### config.mk
export PLATFORM = sky130hd
export DESIGN_NAME = cclp_level_unit
export DESIGN_NICKNAME = d
export VERILOG_FILES = /design/src/hdl/char_cell_line_plot_raster_unit_assert.svh /design/src/hdl/cclp_pkg.sv /design/src/hdl/cclp_level_unit.sv
export SDC_FILE = /design/constraint.sdc
export NUM_CORES = 1
export LEC_CHECK = 0
export BUFFER_PORTS_ARGS = -buffer_cell sky130_fd_sc_hd__clkbuf_2
export CAP_MARGIN = 20
export CORE_ASPECT_RATIO = 1.1
export CORE_MARGIN = 4
export CORE_UTILIZATION = 41
export DETAILED_ROUTE_END_ITERATION = 6
export SETUP_SLACK_MARGIN = 0.1
export SYNTH_ARGS = -nofsm -noshare
export SYNTH_HDL_FRONTEND = slang
export SYNTH_SLANG_ARGS = --single-unit
### constraint.sdc
create_clock -name clk -period 11.1 [get_ports clk]
set_input_delay 1.665 -clock clk [delete_from_list [all_inputs] [get_ports clk]]
set_output_delay 1.665 -clock clk [all_outputs]
set_load 0.05 [all_outputs]
### src/hdl/char_cell_line_plot_raster_unit_assert.svh
// Assertion macros shared by the step-line plot raster RTL.
`ifndef CHAR_CELL_LINE_PLOT_RASTER_UNIT_ASSERT_SVH
`define CHAR_CELL_LINE_PLOT_RASTER_UNIT_ASSERT_SVH

// Same-cycle implication, disabled while reset is high.
`define CCLP_ASSERT_IMPLY(lbl, clk_s, rst_s, ante, cons) \
  lbl: assert property (@(posedge clk_s) disable iff (rst_s) (ante) |-> (cons)) \
    else $error("cclp assertion failed");

// Next-cycle implication, disabled while reset is high.
`define CCLP_ASSERT_NEXT(lbl, clk_s, rst_s, ante, cons) \
  lbl: assert property (@(posedge clk_s) disable iff (rst_s) (ante) |=> (cons)) \
    else $error("cclp assertion failed");

`endif

### src/hdl/cclp_pkg.sv
// Word types, command codes, glyph codes and config indexes of the plot raster.
package cclp_pkg;

  localparam int VALUE_BITS = 16;

  localparam logic [1:0] CMD_CLEAR  = 2'd0;
  localparam logic [1:0] CMD_BEGIN  = 2'd1;
  localparam logic [1:0] CMD_SAMPLE = 2'd2;
  localparam logic [1:0] CMD_READ   = 2'd3;

  localparam logic [2:0] GL_EMPTY = 3'd0;
  localparam logic [2:0] GL_H     = 3'd1;
  localparam logic [2:0] GL_V     = 3'd2;
  localparam logic [2:0] GL_UL    = 3'd3;
  localparam logic [2:0] GL_UR    = 3'd4;
  localparam logic [2:0] GL_LL    = 3'd5;
  localparam logic [2:0] GL_LR    = 3'd6;

  localparam logic [1:0] CFG_WIDTH  = 2'd0;
  localparam logic [1:0] CFG_HEIGHT = 2'd1;
  localparam logic [1:0] CFG_MAX    = 2'd2;

  typedef struct packed {
    logic [1:0]            cmd;
    logic [6:0]            column;
    logic [4:0]            cell_row;
    logic [VALUE_BITS-1:0] sample_value;
    logic                  present;
    logic [1:0]            series_color;
  } in_word_t;

  typedef struct packed {
    logic [2:0] glyph;
    logic [1:0] color;
  } out_word_t;

  typedef struct packed {
    logic [2:0] glyph;
    logic [1:0] color;
  } cell_t;

endpackage

### src/hdl/cclp_level_unit.sv
// Iterative level unit: shared multiplier for the numerator, then restoring division.
module cclp_level_unit #(
  parameter int MAX_ROWS = 24
) (
  input  logic                                clk,
  input  logic                                rst,
  input  logic                                start,
  input  logic [$clog2(MAX_ROWS+1)-1:0]       height,
  input  logic [cclp_pkg::VALUE_BITS-1:0]     max_val,
  input  logic [cclp_pkg::VALUE_BITS-1:0]     value,
  output logic                                done,
  output logic [$clog2(MAX_ROWS)-1:0]         level
);

  localparam int VB = cclp_pkg::VALUE_BITS;
  localparam int HB = $clog2(MAX_ROWS + 1);
  localparam int QB = $clog2(MAX_ROWS);
  localparam int NW = VB + HB + 2;
  localparam int CW = $clog2(QB);

  typedef enum logic [1:0] {L_IDLE, L_MUL1, L_MUL2, L_DIV} lstate_t;

  lstate_t        st;
  logic [HB-1:0]  h_r;
  logic [VB-1:0]  m_r;
  logic [VB-1:0]  v_r;
  logic [NW-1:0]  acc;
  logic [NW-1:0]  dsh;
  logic [QB-1:0]  q;
  logic [CW-1:0]  cnt;

  logic [VB-1:0]  mul_a;
  logic [HB:0]    mul_b;
  logic [VB+HB:0] prod;
  logic           ge;

  // One multiplier serves both products of the numerator.
  assign mul_a = (st == L_MUL1) ? m_r : v_r;
  assign mul_b = (st == L_MUL1) ? ({h_r, 1'b0} - (HB+1)'(1)) : {1'b0, h_r - HB'(1)};
  assign prod  = {{(HB+1){1'b0}}, mul_a} * {{VB{1'b0}}, mul_b};
  assign ge    = (acc >= dsh);

  always_ff @(posedge clk) begin
    if (rst) begin
      st   <= L_IDLE;
      done <= 1'b0;
    end else begin
      done <= 1'b0;
      unique case (st)
        L_IDLE: begin
          if (start) begin
            if (height == '0) begin
              level <= '0;
              done  <= 1'b1;
            end else if (max_val == '0) begin
              level <= QB'(height - HB'(1));
              done  <= 1'b1;
            end else begin
              h_r <= height;
              m_r <= max_val;
              v_r <= (value > max_val) ? max_val : value;
              st  <= L_MUL1;
            end
          end
        end
        L_MUL1: begin
          acc <= NW'(prod);
          st  <= L_MUL2;
        end
        L_MUL2: begin
          // The numerator never goes negative once the value is saturated.
          acc <= acc - {prod, 1'b0};
          dsh <= NW'({m_r, 1'b0}) << (QB - 1);
          cnt <= CW'(QB - 1);
          q   <= '0;
          st  <= L_DIV;
        end
        L_DIV: begin
          if (ge) begin
            acc <= acc - dsh;
          end
          q   <= {q[QB-2:0], ge};
          dsh <= dsh >> 1;
          cnt <= cnt - CW'(1);
          if (cnt == '0) begin
            level <= {q[QB-2:0], ge};
            done  <= 1'b1;
            st    <= L_IDLE;
          end
        end
        default: st <= L_IDLE;
      endcase
    end
  end

endmodule

Word-level counts from Yosys, hierarchy flattened:

Cells that the tools add are included.

* flip-flop bits (word level): 98
* input port bits: 40
* output and inout bits: 6
* logic and storage cells: 66

* add/subtract/negate cells: 6
* multiply operators: 1
* order comparisons: 2
* eq/ne operators: 9
* multiplexer cells: 23
* bitwise operators: 3
* reductions and logical operators: 12

Operator list (count)
* case mux 23 bit (3 select lines): 1
* case mux 23 bit (2 select lines): 1
* subtractor 23 bit: 2
* two-way mux 16 bit: 2
* greater-or-equal comparator 23 bit: 1
* two-way mux 23 bit: 1
* multiplier 16 x 6 -> 22 bit: 1
* two-way mux 5 bit: 4
* greater-than comparator 16 bit: 1
* logical NOT 16 bit: 1
* != test 2 bit (second input constant): 5
* case mux 5 bit (2 select lines): 1
* AND reduction 5 bit: 2
* subtractor 5 x 1 -> 5 bit (second input constant): 2
* two-way mux 2 bit: 4
* case mux 2 bit (4 select lines): 1
* case mux 4 bit (2 select lines): 1
* two-way mux 6 bit: 1
* case mux 3 bit (2 select lines): 1
* subtractor 6 x 1 -> 6 bit (second input constant): 1
* logical NOT 5 bit: 1
* == test 2 bit (second input constant): 2
* two-way mux 1 bit: 4
* AND reduction 4 bit: 1
* 11 further kinds: 14

Depth between registers and ports, before layout:

Gate-level depths: netlist of the first run.

* word-level depth: 5
* mapped depth: 33
* mapped depth without buffers: 33

Worst setup path before layout of the first run:

Ideal clock, no wire load.

* path type: register to register
* start: register st[1]
* end: register acc[22], data pin
* setup time: 136 ps
* data arrival time: 7147 ps
* required time: 10964 ps
* path slack: 3817 ps
* cell stages (with the launch flop): 33
* buffers on the path: 3
* period minus slack after synthesis: 7283 ps
* path through: dfxtp_1 inv_1 ha_1 clkbuf_1 buf_1 nand2_1 o21ai_1 clkbuf_1 nor2_1 fa_1 inv_1 fa_1 fa_1 inv_1 ha_1 nor2b_4 o2111ai_2 nand3b_1 xnor2_1 ha_1 o21ai_0 o21bai_1 nor3_1 a21oi_1 maj3_2 a221oi_1 o221ai_1 nand2_2 o21ai_2 a21boi_2 nor2b_1 or4_1 nand3_1

* longest elaborated chain between the ends: 5
* elaborated cells on any way between the ends: 8
* classes of those cells: add/sub: 1; mul: 1; eq/ne: 3; mux: 3

Ends and longest elaborated chain
* start: declaration: line cclp_level_unit.sv:23 `lstate_t st;`
* start signal: assignment: line cclp_level_unit.sv:45 `st <= L_IDLE;`
* start signal: assignment: line cclp_level_unit.sv:62 `st <= L_MUL1;`
* start signal: assignment: line cclp_level_unit.sv:68 `st <= L_MUL2;`
* == test 2 x 1 -> 1 bit: line cclp_level_unit.sv:38, cclp_level_unit.sv:39, cclp_level_unit.sv:49
* two-way mux 16 bit / two-way mux 6 bit (equally long branches): line cclp_level_unit.sv:38, cclp_level_unit.sv:39
* multiplier 16 x 6 -> 22 bit: line cclp_level_unit.sv:40 `assign prod = {{(HB+1){1'b0}}, mul_a} * {{VB{1'b0}}, mul_b};`
* subtractor 23 bit: line cclp_level_unit.sv:72 `acc <= acc - {prod, 1'b0};`
* case mux 23 bit (3 select lines) (*): line cclp_level_unit.sv:49 `unique case (st)`
* end signal: assignment: line cclp_level_unit.sv:67 `acc <= NW'(prod);`
* end signal: assignment: line cclp_level_unit.sv:72
* end signal: assignment: line cclp_level_unit.sv:80 `acc <= acc - dsh;`
* end: declaration: line cclp_level_unit.sv:27 `logic [NW-1:0] acc;`

Mark *: on every way between the ends. The rest lies on a longest branch, timed or not.
A chain may end at the register's enable or synchronous reset.

Final worst setup path of the first run:

* start: register h_r[0]
* end: register acc[22], data pin

* longest elaborated chain between the ends: 5
* elaborated cells on any way between the ends: 6
* classes of those cells: add/sub: 3; mul: 1; mux: 2

Ends and longest elaborated chain
* start: declaration: line cclp_level_unit.sv:24 `logic [HB-1:0] h_r;`
* start signal: assignment: line cclp_level_unit.sv:59 `h_r <= height;`
* subtractor 6 x 1 -> 6 bit / subtractor 5 x 1 -> 5 bit (equally long branches): line cclp_level_unit.sv:39 `assign mul_b = (st == L_MUL1) ? ({h_r, 1'b0} - (HB+1)'(1)) : {1'b0, h_r - HB'(1)};`
* two-way mux 6 bit (*): line cclp_level_unit.sv:39
* multiplier 16 x 6 -> 22 bit (*): line cclp_level_unit.sv:40
* subtractor 23 bit (*): line cclp_level_unit.sv:72
* case mux 23 bit (3 select lines) (*): line cclp_level_unit.sv:49

Marks and branches as above.

==> key figures, run 1 <==
STA
  • Fraction of the cycle the final worst path needs: 70.1%
  • Max Clk Rate: 128 MHz
  • Unrepaired setup endpoints after global routing: no
  • Slew Viols, Final: 0
  • Minimum clock period: 7790 ps
  • Worst slew margin: 42.2%
  • Worst-Margin Slew: 842 ps
  • Final Hold Fails: 0
  • Clock Skew: 14.9 ps
  • # setup viols final: 0
  • Sum Neg Setup Slack: 0 ps

Logic synthesis
  • Simple-gate share of the synthesized area: 14.2%
  • Syn Std Cell Area: 0.00949 sq mm
  • Synth warn: 0
  • Synth Area in Compound Gates: 14.9%
  • Post-synth EDFFs: 93
  • Syn Area/Cell: 9.45 sq um
  • Synth unique cells: 70
  • Seq cells post-synth: 96
  • Mux cell area share after synthesis: 4.49%
  • Primary FF master, synth: edfxtp_1
  • Cells after Synth: 1005
  • Adder-cell area share of the yosys netlist: 24.6%
  • Post-synthesis sequential area ratio: 30.1%
  • Post-Synth XOR/XNOR Area: 4.97%
  • Largest family of logic cells by synthesized area: adder cells
  • Async SR Flop Fraction: 0%
  • Syn nets: 1193

Place
  • DP Wirelength: 18.8 mm
  • GPL Wtd Cong: 0.877
  • I/O Buffers: 45

Drt
  • DRT iter0 DRCs: 488
  • Top routing layer in use: met4
  • DR vias: 7183
  • Vias per std cell: 5.29
  • Post-DRT Antenna Nets: 0
  • M1 WL: 10.6 mm
  • Routed WL: 23.4 mm
  • Drt wl/cell: 17.2 um
  • Initial DRT Pass Iterations: 7
  • Routed met3 length: 581 um
  • DRC errors left: 0
  • Metal2 WL: 11.6 mm

Floorplanning
  • Die Wd: 153 um
  • Num rows: 58
  • Die Ht: 168 um
  • Initial Util: 41.5%
  • Die footprint: 0.0257 sq mm
  • Core area: 0.0229 sq mm
  • I/O pins: 46

Final layout
  • Share of post-route cells with drive strength above 1: 12.3%
  • Syn-to-layout area delta: 10.2%
  • Nets: 1240
  • Diodes inserted: 0
  • Filler cell count: 2183

GRT
  • Vias in the first global route: 7263
  • Initial antenna violation count: 0
  • First-pass GRT wire length: 38.5 mm
  • Largest net degree at the start of global routing: 38
  • Grt total ovfl: 0
  • All-Layer GR Usage: 18.6%

Worst setup path
  • Kind of critical path: reg -> reg
  • Reg2reg end: acc[22]
  • R2R setup slack: 3310 ps
  • Crit-path slowest cell: fa_1
  • Crit start category: flop
  • Critical path endpoint category: flop
  • FF-to-FF path depth: 32
  • Worst Path Arrival: 8010 ps
  • Reg2reg start: h_r[0]
  • Worst Path Required: 11320 ps
  • Max incr delay on CP: 540 ps
  • Crit path max fanout: 16

Clock network
  • Hold Buf Count CTS: 0
  • Worst-skew pair later-pin latency: 360 ps
  • Post-CTS setup buffer count: 0
  • Total CTS buffers: 9
  • CTS tree: done
  • CTS Buffer Depth: 2
  • H-tree levels: 3
  • Sink Count: 96
  • CTS clk-pin slew, worst paths: 70 ps
  • Root buf cell: clkbuf_16
  • PostCTS Resize Cnt: 0

Hold path
  • Hold path start: q[0]
  • Hold crit path type: reg -> reg
  • Endpoint, Worst Hold: q[1]
  • Cell count of the worst hold path: 1

Job
  • Max Cap Violations: 0

Status
  • Outcome: finished, final reports clean
cells in the mapped netlist, drive strengths merged (4+ instances only):
library cell / number / area share (%)
a21oi: 44 / 2.3
xnor2: 29 / 2.8
nor3: 13 / 0.69
fa: 59 / 12
o211ai: 6 / 0.47
o31ai: 7 / 0.55
a21boi: 5 / 0.43
a31oi: 5 / 0.49
ha: 89 / 12
nand3: 9 / 0.47
and2: 6 / 0.40
a21o: 18 / 1.4
edfxtp: 93 / 29
inv: 146 / 5.8
nor2: 121 / 4.8
mux2: 21 / 2.5
nor4: 4 / 0.26
maj3: 4 / 0.47
nand2: 64 / 2.6
or2: 16 / 1.1
o21ai: 50 / 2.7
nand2b: 24 / 1.6
nor2b: 10 / 0.74
o221ai: 14 / 1.4
nand4: 5 / 0.33
xor2: 24 / 2.2
mux2i: 19 / 2.0
o21a: 6 / 0.47
and4: 4 / 0.37
a22oi: 4 / 0.32
o21bai: 9 / 0.71
clkbuf: 20 / 0.79
a211oi: 7 / 0.55
or3: 6 / 0.40
logic make-up (layout without fill, tap and decap cells):
logic type,Yosys count,after routing
compound gates,205,205
xor+xnor,53,53
fa+ha+maj,152,152
buf+inv,169,221
flops,96,96
mux,40,40
simple gates,290,290
routing by layer:
metal  vias to the layer above  track usage [%]
met5                         -                0
met4                         0             6.08
met3                        28             1.50
met2                       132             32.9
met1                      3440             24.2
li1                       3583                -
critical path, delay by kind of cell, from the launching register on:
family | cells | cell delay (ps)
adders and majority gates | 7 | 2770
xor gates and xnor gates | 1 | 320
AOI/OAI and AO/OA | 11 | 1910
buffers and inverters | 3 | 360
DFF | 1 | 470
and+or+nand+nor | 10 | 1790
how the worst max path moves through the flow:
| stage | from | endpoint | cells after the start |
|---|---|---|---|
| after detailed placement | h_r[0] | acc[22] | 32 |
| after global routing | h_r[0] | acc[22] | 32 |
| after CTS | h_r[0] | acc[22] | 32 |
| after global placement | h_r[0] | acc[22] | 32 |
| final | h_r[0] | acc[22] | 32 |
| after floorplan | st[1] | acc[22] | 32 |
registers in the layout, indices dropped and copies added (netlist names):
signal  flops
h_r         5
q           4
level       5
st          2
m_r        16
cnt         3
v_r        16
dsh        21
done        1
acc        23
metrics by stage:
stage / hold WS, ps / util [%] / instance area (sq um) / cells / setup WS (ps)
floorplan: 500 / - / 9490 / 1005 / 3820
global placement: 538 / 44.3 / 10100 / 1339 / 3480
detailed placement: 545 / 44.3 / 10100 / 1340 / 3360
CTS: 562 / 45.7 / 10500 / 1356 / 3350
global route: 586 / 45.8 / 10500 / 1357 / 2760
finish: 554 / 45.8 / 10500 / 1357 / 3310
placed cells by master (no fill, tap or decap), drive strengths merged, types with 6 or more instances in the layout:
cell    count
nand2      64
o21ai      50
a21oi      44
o221ai     14
o211ai      6
nand2b     24
a21o       18
mux2i      19
o31ai       7
o21a        6
mux2       21
nor2      121
edfxtp     93
nor2b      10
fa         59
inv       149
or3         6
and2        6
buf        13
ha         89
nor3       13
o21bai      9
xnor2      29
clkbuf     57
or2        16
xor2       24
nand3       9
a211oi      7
cell type report:
class	instances	area (sq um)	share of cell area, %
well taps	300	375	3.59
multi-input cells	740	6040	57.7
clock inverters	5	70.1	0.670
flip-flops and latches	96	2850	27.3
inverters	146	548	5.24
clock buffers	11	253	2.42
repair buffers	59	324	3.10
Power of run 1 is left out: the tool's default activity adds up to more than one toggle a clock period on the data nets, which glitch-free logic cannot reach.
==> run 2: changes to the inputs <==
- ABC_AREA: not set -> 1
- clock period: 11.1 -> 7.6 ns (I/O delays scaled with it)
==> run 2 against run 1 <==
Cell count is 26% higher. Fmax is 14% higher. Wire length is 14% higher. Core utilization is 0.46 points lower. Synthesized cell count is 34% higher. Count of clock-buffer cells in the layout is 2 lower. Worst setup slack worse by 2500 ps. Die area is 6.4% higher. Highest routed layer unchanged.
==> key figures, run 2 <==
Worst setup path
  • Kind of critical path: reg -> reg
  • Critical path endpoint category: flop
  • Worst Path Required: 7720 ps (-3600 ps)
  • Crit path max fanout: 21 (+5)
  • Crit start category: flop
  • Worst Path Arrival: 6940 ps (-1070 ps)
  • Most used cell, CP: nand2_1
  • Max incr delay on CP: 730 ps (+190 ps)
  • Crit-path slowest cell: o21ai_0

Final layout
  • Share of post-route cells with drive strength above 1: 9.51% (-2.8 points)
  • Filler cell count: 2492 (+14%)
  • Reg with most FFs: acc
  • Max reg flops: 23 (unchanged)
  • Syn-to-layout area delta: 9.05%
  • Nets: 1581 (+28%)
  • Commonest non-fill, non-tap cell in the layout: nand2_1
  • Largest registers: acc (23), dsh (21)
  • Most frequent cells in the layout: nand2_1, inv_1, nor2_1
  • Diodes inserted: 0 (unchanged)

Job
  • Max Cap Violations: 0 (unchanged)

STA
  • # setup viols final: 0 (unchanged)
  • Final Hold Fails: 0 (unchanged)
  • Max Clk Rate: 147 MHz (+14%)
  • Unrepaired setup endpoints after global routing: no
  • Sum Neg Setup Slack: 0 ps (unchanged)
  • Clock Skew: 17.1 ps (+2.23 ps)
  • Fraction of the cycle the final worst path needs: 89.8% (+20 points)
  • Worst slew margin: 37.1% (-5.2 points)
  • Fin Hold WS: 533 ps (-21.4 ps)
  • Worst-Margin Slew: 944 ps (+102 ps)
  • Minimum clock period: 6820 ps (-964 ps)
  • Slew Viols, Final: 0 (unchanged)

Floorplanning
  • Die footprint: 0.0273 sq mm (+6.4%)
  • Num rows: 60 (+3.4%)
  • I/O pins: 46 (unchanged)
  • Initial Util: 41.5% (about the same)
  • Die Wd: 158 um (+3.2%)
  • Core area: 0.0244 sq mm (+6.7%)
  • Die Ht: 173 um (+3.2%)

Clock network
  • CTS tree: done
  • Root buf cell: clkbuf_16
  • Post-CTS setup buffer count: 0 (unchanged)
  • Hold Buf Count CTS: 0 (unchanged)
  • Total CTS buffers: 9 (unchanged)
  • CTS Buffer Depth: 2 (unchanged)
  • Sink Count: 96 (unchanged)
  • CTS clk-pin slew, worst paths: 90 ps (+20 ps)
  • Worst-skew pair later-pin latency: 370 ps (about the same)
  • PostCTS Resize Cnt: 0 (unchanged)
  • H-tree levels: 3 (unchanged)

GRT
  • Top Usage Layer GRT: met2
  • Met1 Use GR: 26.1% (+1.9 points)
  • Vias in the first global route: 8739 (+20%)
  • Initial antenna violation count: 0 (unchanged)
  • All-Layer GR Usage: 20.3% (+1.7 points)
  • Met3 usage: 1.78% (+0.28 points)
  • First-pass GRT wire length: 43.9 mm (+14%)
  • GR Util met2: 36.5% (+3.6 points)
  • Largest net degree at the start of global routing: 38 (unchanged)
  • Grt total ovfl: 0 (unchanged)

Place
  • I/O Buffers: 45 (unchanged)
  • GPL Wtd Cong: 0.888 (+1.3%)
  • DP Wirelength: 22.2 mm (+18%)

Logic synthesis
  • Synth warn: 0 (unchanged)
  • Count leader, synth: nand2_1
  • Syn nets: 1539 (+29%)
  • Top cells by area, synth: edfxtp_1, fa_1, ha_1
  • Async SR Flop Fraction: 0% (unchanged)
  • Synth top area share: 27.5% (-1.9 points)
  • Syn Std Cell Area: 0.0101 sq mm (+6.8%)
  • Seq cells post-synth: 96 (unchanged)
  • Synth cell count leaders: nand2_1, inv_1, nor2_1
  • Cells after Synth: 1351 (+34%)
  • Syn Area/Cell: 7.50 sq um (-21%)
  • Primary FF master, synth: edfxtp_1
  • Post-synthesis sequential area ratio: 28.1% (-1.9 points)
  • Yosys top cell by area: edfxtp_1
  • Post-synth EDFFs: 93 (unchanged)
  • Synth unique cells: 47 (-33%)

Status
  • Outcome: finished, final reports clean

Drt
  • Initial DRT Pass Iterations: 7 (unchanged)
  • DR vias: 8744 (+22%)
  • DRT iter0 DRCs: 562 (+15%)
  • Post-DRT Antenna Nets: 0 (unchanged)
  • Drt wl/cell: 15.7 um (-9.1%)
  • Vias per std cell: 5.12 (-3.3%)
  • DRC errors left: 0 (unchanged)
  • Routed WL: 26.7 mm (+14%)

Hold path
  • Hold crit path type: reg -> reg
## run 2: critical path, delay by kind of cell (launching register included)
family	cells	cell delay, ps
adders and majority gates	6	2570
xor gates and xnor gates	1	250
buffers and inverters	6	840
AOI/OAI and AO/OA	5	1360
and+or+nand+nor	12	1170
DFF	1	370
## run 2: cell type report
cell class | instances | area [sq um] | area share (%)
Clock buffer | 9 | 225 | 2.04
Clock inverter | 7 | 91.3 | 0.826
Inverter | 274 | 1030 | 9.30
Multi-Input combinational cell | 957 | 6170 | 55.8
Sequential cell | 96 | 2850 | 25.8
Tap cell | 310 | 388 | 3.51
Timing Repair Buffer | 55 | 300 | 2.72
## run 2: cell families after synthesis
logic type | Yosys count | share of synthesized area, %
AOI/OAI and AO/OA | 213 | 11.8
DFF | 96 | 28.1
buffers and inverters | 298 | 11.1
and+or+nand+nor | 580 | 25.0
xor gates and xnor gates | 16 | 1.38
adders and majority gates | 148 | 22.6
## run 2: routing by layer
metal	vias to the layer above	routed length, um
met1	4082	11800
met4	0	490
met5	-	0
li1	4449	-
met3	30	951
met2	183	13500
## run 2: per-stage QoR
step | setup WS (ps) | instance area, sq um | utilization, % | std cells
4_1_cts | 817 | 11100 | 45.3 | 1708
5_1_grt | 227 | 11100 | 45.3 | 1708
2_1_floorplan | 1860 | 10100 | - | 1351
6_report | 779 | 11100 | 45.3 | 1708
3_5_place_dp | 841 | 10700 | 44.0 | 1692
3_3_place_gp | 976 | 10700 | 44.0 | 1692
## run 2: final timing paths
check | from | end | slack, ps | cells after the start
worst min-delay path | q[3] | level[4] | 530 | 2
worst max register to register | st[1] | acc[22] | 780 | 30
worst min register to register | q[3] | level[4] | 530 | 2
worst max-delay path | st[1] | acc[22] | 780 | 30
Power of run 2 is left out for the same reason.
